`src/rtl/lsr_pkg.sv`:
```
// shared types and codes for the lifo stack with remove-by-value
`timescale 1ns / 1ps
`default_nettype none

package lsr_pkg;

    // field widths
    localparam int DATA_W  = 32;
    localparam int CNT_W   = 7;
    localparam int CMD_W   = 2;
    localparam int STAT_W  = 2;

    // command codes
    localparam logic [CMD_W-1:0] CMD_PUSH   = 2'd0;
    localparam logic [CMD_W-1:0] CMD_POP    = 2'd1;
    localparam logic [CMD_W-1:0] CMD_REMOVE = 2'd2;
    localparam logic [CMD_W-1:0] CMD_CLEAR  = 2'd3;

    // status codes
    localparam logic [STAT_W-1:0] ST_OK    = 2'd0;
    localparam logic [STAT_W-1:0] ST_EMPTY = 2'd1;
    localparam logic [STAT_W-1:0] ST_FULL  = 2'd2;

    // what one cell holds and hands to its neighbors
    typedef struct packed {
        logic [DATA_W-1:0] data;
        logic              valid;
        logic              mark;
    } t_slot;

    // operation applied to every cell in a cycle
    typedef enum logic [2:0] {
        OP_HOLD  = 3'd0,
        OP_PUSH  = 3'd1,
        OP_POP   = 3'd2,
        OP_CLEAR = 3'd3,
        OP_MARK  = 3'd4,
        OP_SWEEP = 3'd5
    } t_cell_op;

    // broadcast control to the row of cells
    typedef struct packed {
        t_cell_op          op;
        logic [DATA_W-1:0] key;
    } t_cell_ctl;

endpackage

`default_nettype wire

```
`src/rtl/lsr_cell.sv`:
```
// one stack cell: holds an entry and trades it with its neighbors
`timescale 1ns / 1ps
`default_nettype none

module lsr_cell (
    input  wire logic              i_clk,
    input  wire logic              i_rst_n,
    input  wire lsr_pkg::t_cell_ctl i_ctl,
    input  wire logic              i_pair_up,
    input  wire logic              i_pair_dn,
    input  wire lsr_pkg::t_slot    i_up,
    input  wire lsr_pkg::t_slot    i_dn,
    output lsr_pkg::t_slot         o_slot
);
    import lsr_pkg::*;

    logic [DATA_W-1:0] r_data;
    logic              r_valid;
    logic              r_mark;
    logic [DATA_W-1:0] n_data;
    logic              n_valid;
    logic              n_mark;
    logic              w_match;

    assign w_match = r_valid && (r_data == i_ctl.key);

    // next slot contents per broadcast operation
    always_comb begin
        n_data  = r_data;
        n_valid = r_valid;
        n_mark  = r_mark;
        case (i_ctl.op)
            OP_PUSH: begin
                n_data  = i_up.data;
                n_valid = i_up.valid;
            end
            OP_POP: begin
                n_data  = i_dn.data;
                n_valid = i_dn.valid;
            end
            OP_CLEAR: begin
                n_valid = 1'b0;
            end
            OP_MARK: begin
                n_mark  = w_match;
                n_valid = r_valid && !w_match;
            end
            OP_SWEEP: begin
                // marks drain toward the top, holes sink past live entries
                n_mark = i_dn.mark;
                if (i_pair_dn && !r_valid && i_dn.valid) begin
                    n_data  = i_dn.data;
                    n_valid = 1'b1;
                end else if (i_pair_up && !i_up.valid && r_valid) begin
                    n_valid = 1'b0;
                end
            end
            default: begin
                n_data  = r_data;
            end
        endcase
    end

    // control bits
    always_ff @(posedge i_clk) begin
        if (!i_rst_n) begin
            r_valid <= 1'b0;
            r_mark  <= 1'b0;
        end else begin
            r_valid <= n_valid;
            r_mark  <= n_mark;
        end
    end

    // entry data
    always_ff @(posedge i_clk) begin
        r_data <= n_data;
    end

    assign o_slot = '{data: r_data, valid: r_valid, mark: r_mark};

endmodule

`default_nettype wire

```
`src/rtl/lifo_stack_remove_by_value.sv`:
```
// top level: lifo stack of signed 32-bit values with remove-by-value
//
// Input channel i_in_valid / o_in_ready carries one command item (i_cmd, i_value):
// push, pop, remove all entries equal to i_value, or clear. Output channel
// o_out_valid / i_out_ready returns exactly one result item per command with
// popped value, removed count, occupancy after the command, and status.
// The store is a row of DEPTH cells with the top entry in cell 0; push and
// pop shift the whole row by one cell.
// Push, pop and clear finish in the accept cycle: the result is valid on the
// next cycle. Remove first marks the matches, then runs odd-even rounds in
// which holes sink past live entries while the match marks drain through
// cell 0 into a counter, and then posts the result once the output is free.
// One command is in work at a time; a new one is accepted while idle as soon
// as the output register is empty or being taken in that cycle.
// If the receiver stalls, the result holds in the output register and a
// finished remove waits; no result is lost.
// Reset empties the store at once; no clearing pass is needed.
`timescale 1ns / 1ps
`default_nettype none

module lifo_stack_remove_by_value #(
    parameter int DEPTH = 64
) (
    input  wire logic                        i_clk,
    input  wire logic                        i_rst_n,
    input  wire logic                        i_in_valid,
    output logic                             o_in_ready,
    input  wire logic [lsr_pkg::CMD_W-1:0]   i_cmd,
    input  wire logic signed [lsr_pkg::DATA_W-1:0] i_value,
    output logic                             o_out_valid,
    input  wire logic                        i_out_ready,
    output logic signed [lsr_pkg::DATA_W-1:0] o_popped_value,
    output logic [lsr_pkg::CNT_W-1:0]        o_removed_count,
    output logic [lsr_pkg::CNT_W-1:0]        o_occupancy,
    output logic [lsr_pkg::STAT_W-1:0]       o_status
);
    import lsr_pkg::*;

    localparam int CW = $clog2(DEPTH + 1);

    typedef enum logic [2:0] {
        S_IDLE  = 3'b001,
        S_SWEEP = 3'b010,
        S_WAIT  = 3'b100
    } t_state;

    t_state            r_state, n_state;
    logic [CW-1:0]     r_count, n_count;
    logic [CW-1:0]     r_rm, n_rm;
    logic [CW-1:0]     r_step, n_step;
    logic              r_phase, n_phase;
    logic              r_ovalid, n_ovalid;
    logic [DATA_W-1:0] r_pop, n_pop;
    logic [CW-1:0]     r_orm, n_orm;
    logic [CW-1:0]     r_occ, n_occ;
    logic [STAT_W-1:0] r_stat, n_stat;

    t_cell_ctl         w_ctl;
    t_slot             w_slot [DEPTH];
    t_slot             w_top_in;
    t_slot             w_bot_in;
    logic [DEPTH-1:0]  w_pair_up;
    logic [DEPTH-1:0]  w_pair_dn;
    logic              w_in_fire;
    logic              w_out_free;
    logic              w_full;
    logic              w_empty;
    logic [CW+CNT_W-1:0] w_rm_wide;
    logic [CW+CNT_W-1:0] w_occ_wide;

    assign w_full     = (r_count == CW'(DEPTH));
    assign w_empty    = (r_count == '0);
    assign w_out_free = !r_ovalid || i_out_ready;
    assign o_in_ready = (r_state == S_IDLE) && w_out_free;
    assign w_in_fire  = i_in_valid && o_in_ready;

    // edge feeds of the row: push value enters at the top, holes at the bottom
    assign w_top_in = '{data: i_value, valid: 1'b1, mark: 1'b0};
    assign w_bot_in = '{data: '0, valid: 1'b0, mark: 1'b0};

    // row of cells with odd-even pairing for the compaction rounds
    for (genvar gi = 0; gi < DEPTH; gi++) begin : g_cell
        t_slot w_up;
        t_slot w_dn;

        assign w_pair_dn[gi] = (gi < DEPTH - 1) && (r_phase == 1'(gi % 2));
        assign w_pair_up[gi] = (gi > 0) && (r_phase == 1'((gi + 1) % 2));

        if (gi == 0) begin : g_top
            assign w_up = w_top_in;
        end else begin : g_mid_up
            assign w_up = w_slot[gi-1];
        end

        if (gi == DEPTH - 1) begin : g_bot
            assign w_dn = w_bot_in;
        end else begin : g_mid_dn
            assign w_dn = w_slot[gi+1];
        end

        lsr_cell u_cell (
            .i_clk     (i_clk),
            .i_rst_n   (i_rst_n),
            .i_ctl     (w_ctl),
            .i_pair_up (w_pair_up[gi]),
            .i_pair_dn (w_pair_dn[gi]),
            .i_up      (w_up),
            .i_dn      (w_dn),
            .o_slot    (w_slot[gi])
        );
    end

    // sequencer, count and result register
    always_comb begin
        n_state  = r_state;
        n_count  = r_count;
        n_rm     = r_rm;
        n_step   = r_step;
        n_phase  = r_phase;
        n_ovalid = r_ovalid;
        n_pop    = r_pop;
        n_orm    = r_orm;
        n_occ    = r_occ;
        n_stat   = r_stat;
        w_ctl.op  = OP_HOLD;
        w_ctl.key = i_value;

        if (r_ovalid && i_out_ready) begin
            n_ovalid = 1'b0;
        end

        case (r_state)
            S_IDLE: begin
                if (w_in_fire) begin
                    n_pop  = '0;
                    n_orm  = '0;
                    n_stat = ST_OK;
                    case (i_cmd)
                        CMD_PUSH: begin
                            if (w_full) begin
                                n_stat = ST_FULL;
                            end else begin
                                w_ctl.op = OP_PUSH;
                                n_count  = r_count + CW'(1);
                            end
                            n_ovalid = 1'b1;
                        end
                        CMD_POP: begin
                            if (w_empty) begin
                                n_stat = ST_EMPTY;
                            end else begin
                                w_ctl.op = OP_POP;
                                n_count  = r_count - CW'(1);
                                n_pop    = w_slot[0].data;
                            end
                            n_ovalid = 1'b1;
                        end
                        CMD_REMOVE: begin
                            w_ctl.op = OP_MARK;
                            n_rm     = '0;
                            n_step   = '0;
                            n_phase  = 1'b0;
                            n_state  = S_SWEEP;
                        end
                        default: begin
                            w_ctl.op = OP_CLEAR;
                            n_count  = '0;
                            n_ovalid = 1'b1;
                        end
                    endcase
                    n_occ = n_count;
                end
            end
            S_SWEEP: begin
                w_ctl.op = OP_SWEEP;
                n_rm     = r_rm + CW'(w_slot[0].mark);
                n_phase  = !r_phase;
                n_step   = r_step + CW'(1);
                if (r_step == CW'(DEPTH - 1)) begin
                    n_state = S_WAIT;
                end
            end
            S_WAIT: begin
                if (w_out_free) begin
                    n_count  = r_count - r_rm;
                    n_pop    = '0;
                    n_orm    = r_rm;
                    n_occ    = r_count - r_rm;
                    n_stat   = ST_OK;
                    n_ovalid = 1'b1;
                    n_state  = S_IDLE;
                end
            end
            default: begin
                n_state = S_IDLE;
            end
        endcase
    end

    // control registers
    always_ff @(posedge i_clk) begin
        if (!i_rst_n) begin
            r_state  <= S_IDLE;
            r_count  <= '0;
            r_rm     <= '0;
            r_step   <= '0;
            r_phase  <= 1'b0;
            r_ovalid <= 1'b0;
        end else begin
            r_state  <= n_state;
            r_count  <= n_count;
            r_rm     <= n_rm;
            r_step   <= n_step;
            r_phase  <= n_phase;
            r_ovalid <= n_ovalid;
        end
    end

    // result payload
    always_ff @(posedge i_clk) begin
        r_pop  <= n_pop;
        r_orm  <= n_orm;
        r_occ  <= n_occ;
        r_stat <= n_stat;
    end

    // counts leave as their low bits
    assign w_rm_wide  = {{CNT_W{1'b0}}, r_orm};
    assign w_occ_wide = {{CNT_W{1'b0}}, r_occ};

    assign o_out_valid     = r_ovalid;
    assign o_popped_value  = r_pop;
    assign o_removed_count = w_rm_wide[CNT_W-1:0];
    assign o_occupancy     = w_occ_wide[CNT_W-1:0];
    assign o_status        = r_stat;

endmodule

`default_nettype wire

```
`config.mk`:
```
export PLATFORM = sky130hd
export DESIGN_NAME = lifo_stack_remove_by_value
export DESIGN_NICKNAME = d
export VERILOG_FILES = /design/src/rtl/lsr_pkg.sv /design/src/rtl/lsr_cell.sv /design/src/rtl/lifo_stack_remove_by_value.sv
export SDC_FILE = /design/constraint.sdc
export NUM_CORES = 2
export LEC_CHECK = 0
export ABC_CLOCK_PERIOD_IN_PS = 11250
export BUFFER_PORTS_ARGS = -buffer_cell sky130_fd_sc_hd__buf_2
export CAP_MARGIN = 20
export CORE_ASPECT_RATIO = 0.7
export CORE_UTILIZATION = 30
export DETAILED_ROUTE_END_ITERATION = 8
export HOLD_SLACK_MARGIN = 0.1
export PLACE_DENSITY = 0.51
export SYNTH_ARGS = -nofsm -noshare
export SYNTH_HDL_FRONTEND = slang
export SYNTH_SLANG_ARGS = --single-unit
```
`constraint.sdc`:
```
create_clock -name i_clk -period 11.25 [get_ports i_clk]
set_input_delay 2.25 -clock i_clk [delete_from_list [all_inputs] [get_ports i_clk]]
set_output_delay 2.25 -clock i_clk [all_outputs]
set_load 0.005 [all_outputs]
```
### Word level (Yosys, flattened, before mapping)

Index checks and enable logic that the tools add are counted.

* register bits: 2250
* input bits: 38
* output and inout bits: 50
* word-level logic and storage cells: 1363

* add/subtract/negate cells: 5
* equality and inequality tests: 205
* muxes and demuxes: 423
* bitwise logic cells: 1
* reductions and logical operators: 527

Operators with widths (number)
* $pmux W32 S3: 63
* $mux W32: 67
* $eq A32 B32 Y1: 64
* $pmux W1 S5: 63
* $logic_and A1 B1 Y1: 257
* $reduce_and A2 Y1: 127
* $ne A3 B1 Y1 const B: 62
* $mux W1: 134
* $pmux W1 S2: 66
* $logic_not A1 Y1: 129
* $ne A2 B1 Y1 const B: 64
* $pmux W32 S2: 2
* $mux W7: 8
* $pmux W7 S2: 4
* $pmux W7 S3: 1
* $pmux W3 S3: 2
* $mux W3: 5
* $add A7 B1 Y7 const B: 2
* $eq A3 B2 Y1 const B: 3
* $eq A3 B3 Y1 const B: 3
* $mux W2: 4
* $pmux W2 S2: 2
* $reduce_bool A2 Y1: 4
* $add A7 B1 Y7: 1
* 20 further kinds: 24

### Logic depth before layout (Yosys ltp)

* depth after elaboration: 10
* depth in mapped cells: 13
* mapped depth without buffers: 10

### By module

A second synthesis with hierarchy kept.

* cells, all modules: 9205
* area, all modules: 133598.1 sq um

Modules (own cells, without submodules)
* lsr_cell (g_cell[0].u_cell ...): times used 63, cells an instance 138, area each 2028.2 sq um, seq. area each 1001.0 sq um
* lifo_stack_remove_by_value: times used 1, cells an instance 372, area each 3791.1 sq um, seq. area each 1961.9 sq um
* lsr_cell (g_cell[3].u_cell): times used 1, cells an instance 139, area each 2030.7 sq um, seq. area each 1001.0 sq um

### Worst setup path before layout

Ideal clock, no wire load.

* kind: input to register
* from: input i_cmd[0] (netlist bit)
* to: register g_cell[38].u_cell.r_data[0], enable pin
* library setup time: 0.470 ns
* arrival: 6.331 ns
* required time: 10.780 ns
* setup slack: 4.449 ns
* cell stages on the path: 9
* buffers on the path: 3
* cell sequence: inv_1 -> ha_1 -> nor2b_1 -> or4_4 -> o21a_1 -> buf_4 -> buf_2 -> buf_1 -> o31ai_1

* longest elaborated chain between the ends: 7
* elaborated cells on any way between the ends: 12
* those cells by class: eq/ne (6); mux (3); reduce/logical (3)

Ends and longest elaborated chain
* start, declared: line lifo_stack_remove_by_value.sv:28 `input wire logic [lsr_pkg::CMD_W-1:0] i_cmd,`
* $eq A2 B2 Y1 (tied with other cells): line lifo_stack_remove_by_value.sv:138 `case (i_cmd)`
* $pmux W3 S3 *: line lifo_stack_remove_by_value.sv:138
* $mux W3 *: line lifo_stack_remove_by_value.sv:134 `if (w_in_fire) begin`
* $pmux W3 S2 *: line lifo_stack_remove_by_value.sv:132 `case (r_state)`
* $eq A3 B3 Y1 (tied with other cells): line lsr_cell.sv:32 `case (i_ctl.op)`
* $ne A2 B1 Y1 (no source line) or $reduce_bool A3 Y1 (tied branches)
* $reduce_and A2 Y1 (no source line) *
* end signal, assigned: line lsr_cell.sv:77 `r_data <= n_data;`
* end, declared: line lsr_cell.sv:17 `logic [DATA_W-1:0] r_data;`

Mark *: on every way between the ends. The rest lies on a longest branch, timed or not.
A chain may end at the register's enable or synchronous reset.

### Final worst setup path

* from: input i_cmd[0] (netlist bit)
* to: register g_cell[54].u_cell.r_data[30] (data pin)

* longest elaborated chain between the ends: 6
* elaborated cells on any way between the ends: 10
* those cells by class: eq/ne (5); mux (4); reduce/logical (1)

Ends and longest elaborated chain
* $eq A2 B2 Y1 (tied with other cells): line lifo_stack_remove_by_value.sv:138
* $pmux W3 S3 *: line lifo_stack_remove_by_value.sv:138
* $mux W3 *: line lifo_stack_remove_by_value.sv:134
* $pmux W3 S2 *: line lifo_stack_remove_by_value.sv:132
* $eq A3 B3 Y1 (tied with other cells): line lsr_cell.sv:32
* $pmux W32 S3 *: line lsr_cell.sv:32
* named net g_cell[54].u_cell.n_data[30]: line lsr_cell.sv:20 `logic [DATA_W-1:0] n_data;`
* end signal, assigned: line lsr_cell.sv:77
* end, declared: line lsr_cell.sv:17

Mark *: on every way through the listed nets, which the timed path passes. The rest lies on a longest branch.

==> qor.yml <==
status: "complete, no violations"
nets: 8790
start_util_pct: 30.2
grt_pass1_wl_um: 614000
overflow: 0
clock-sinks: 2250
routedWlPerCell_um: 31.0
cp.depth: 12
critPathKind: "input port to register"
postSynthCellCount: 8795
first_global_vias: 76200
yosysMostFrequentCell: "edfxtp_1"
worst_path_most_repeated_cell: "buf_4"
yosysWarningCount: 0
numCtsBuffers: 237
synth_common_cells: "edfxtp_1 (2096), xor2_1 (1591), mux2_1 (1062)"
gp_congestion: 0.870
worst_path_max_delay_cell: "buf_4"
p_sw_share_pct: 31.1
stdcell_count: 14200
intPower_w: 0.0173
p_leak_nw: 44.9
synth_area_leaders: "edfxtp_1 (52%), xor2_1 (12%), mux2_1 (9.9%)"
hold_start: "g_cell[49].u_cell.r_mark$_SDFFE_PN0P_"
slew_headroom_pct: 13.2
finalHoldViolations: 0
crit_family: "buffers and inverters"
fin_crit_sh_pct: 53.5
routed_wl_um: 441000
antenna_found_initial: 28
die_area_mm2: 0.406
clock_latency_ns: 0.94
synth_ff_type: "edfxtp_1"
power_frac_seq_pct: 50.5
max_stage_delay_ns: 0.61
die_w_um: 761
peakVddDrop_uv: 129
yosys.area.top_type: "edfxtp_1"
required_ns: 11.93
cts.clk_slew.worst_paths_ns: 0.06
clk_path_buf_depth: 4
synth-edff-count: 2096
drive_above_1_share_pct: 18.3
slew_viol_final: 0
drc: 0
min_path_cells: 2
coreArea_mm2: 0.400
via_count: 77100
setup-tns-final_ns: 0
area_delta_synth_final_pct: 11.3
fmaxAchievable_ghz: 0.166
io_pins: 88
vias_per_cell: 5.42
synth.distinct_cells: 80
combPwrFrac_pct: 17.7
postCtsSetupRepairBufs: 0
path_buf_inv: 5
arrival_ns: 6.70
die_h_um: 533
power_frac_clock_pct: 31.8
hp-class: "register to register"
rsz0062_at_grt: "no"
final.setup_skew_ns: 0.0545
grt_max_degree: 154
switching_power_w: 0.00779
port_buffers: 87
ctsResizeCount: 0
crit_start: "i_cmd[0]"
endpoint_kind: "register"
cts_hold_buf: 0
syn_area_per_cell_um2: 13.8
reg2reg_to: "g_cell[54].u_cell.r_data[30]$_DFFE_PP_"
seq_area_frac_synth_pct: 54.6
syn_area_mm2: 0.121
path_max_fanout: 153
p_per_area_mw_per_mm2: 186
place_inst: 13800
antenna_left: 0
fin_crit_ns: 6.02
yosysTopAreaCellShare_pct: 52.0
rows: 194
dr.pass1.iters: 9
cts_root_buf: "clkbuf_16"
ys_seq_elements: 2250
worst-r2r-setup-slack_ns: 5.95
drv_cap: 0
hpwlAfterDp_um: 317000
drt_iter0_drc: 9718
crit_end: "g_cell[54].u_cell.r_data[30]$_DFFE_PP_"
startpoint_type: "input port"
syn-num-nets: 8849
regToRegStartpoint: "r_count[0]$_SDFFE_PN0P_"
place_ws_ns: 4.31
worst_pin_slew_ns: 1.29
setup_ws_ns: 5.23
async_flop_share_pct: 0
grt.total_usage_pct: 20.9
cts_tree: "done"
cts_max_level: 4
r2r_cells: 10
path_cells: "buf_2 -> inv_1 -> ha_1 -> nor2b_1 -> or4_4 -> nor2_1 -> nor3_4 -> buf_4 -> nor2_4 -> buf_12 -> buf_4 -> mux2_2"
setup_violations: 0
-- worst min-delay path, stage by stage (launching register included) --
cell and delay (ns):
dfxtp_1 0.31, nand2_1 0.06, a311oi_1 0.07
-- cell families (layout without fill, tap and decap cells) --
group                    Yosys count  after routing  share of synthesized area (%)
flip-flops                      2250           2250                           54.6
XOR/XNOR                        2065           2065                           14.9
multiplexers                    2022           2022                           18.8
AND/OR/NAND/NOR                 1398           1398                           6.31
buffers and inverters            615            747                           2.69
AO/OA/AOI/OAI                    429            429                           2.51
adder cells (fa/ha/maj)           16             16                          0.172
other                              0             12                              0
-- state kept, by name, summed over array words and instances (netlist names) --
signal                 count
g_cell.u_cell.r_data    2048
g_cell.u_cell.r_mark      64
g_cell.u_cell.r_valid     64
o_occupancy                7
o_out_valid                1
o_popped_value            32
o_removed_count            7
o_status                   2
r_count                    7
r_phase                    1
r_rm                       7
r_state                    3
r_step                     7
-- how the worst min path moves through the flow --
stage,slack (ns),end
finish,0.46,g_cell[48].u_cell.r_mark$_SDFFE_PN0P_
global route,0.49,g_cell[39].u_cell.r_mark$_SDFFE_PN0P_
CTS,0.46,g_cell[48].u_cell.r_mark$_SDFFE_PN0P_
detailed placement,0.46,g_cell[39].u_cell.r_mark$_SDFFE_PN0P_
global placement,0.46,g_cell[42].u_cell.r_mark$_SDFFE_PN0P_
floorplan,0.44,g_cell[0].u_cell.r_mark$_SDFFE_PN0P_
-- layout make-up --
class	instances	area (um2)
fillers	39100	266000
flip-flops and latches	2250	66000
multi-input cells	5930	52100
well taps	5292	6620
clock buffers	292	6190
repair buffers	277	2330
clock inverters	138	1280
inverters	40	153
diodes	12	30.0
-- layout by cell type (no fill, tap or decap), types with 24 or more instances in the layout --
master / count
inv_1: 38
a222oi_1: 28
nor2_1: 193
xnor2_1: 474
and3_1: 38
and2_1: 46
clkinv_2: 55
nor3_1: 30
xor2_1: 1591
dfxtp_1: 153
nand2b_1: 29
nand4_1: 219
nand3_1: 104
clkinv_1: 47
clkbuf_1: 50
edfxtp_1: 2096
o31ai_1: 24
nand2_1: 226
buf_4: 177
mux2_2: 956
a311oi_1: 46
o21ai_0: 79
buf_2: 56
buf_12: 24
o211ai_1: 31
a21oi_1: 53
nor4_1: 427
mux2_1: 1062
clkbuf_16: 238
-- layer usage --
layer	vias to the layer above	global-route usage (%)	routed length [um]
li1	32600	-	-
met1	40400	32.1	208000
met2	3604	29.9	184000
met3	466	4.74	41800
met4	4	3.68	7850
met5	-	0	26
-- power by group through the flow --
stage	Combinational (W)	Clock, W	Sequential [W]
2_1_floorplan	0.00309	0	0.0119
3_3_place_gp	0.00423	0	0.0128
3_5_place_dp	0.00432	0	0.0128
4_1_cts	0.00435	0.00811	0.0126
5_1_grt	0.00472	0.00839	0.0128
6_report	0.00443	0.00795	0.0127
-- stage by stage --
step	cell area [um2]	total power (W)	hold slack, ns	util, %
after global placement	127000	0.0170	0.458	31.7
after floorplan	121000	0.0150	0.436	-
final	135000	0.0250	0.465	33.7
after CTS	135000	0.0251	0.460	33.6
after global routing	135000	0.0259	0.490	33.7
after detailed placement	127000	0.0171	0.464	31.8
(Power assumes the default switching activity.)
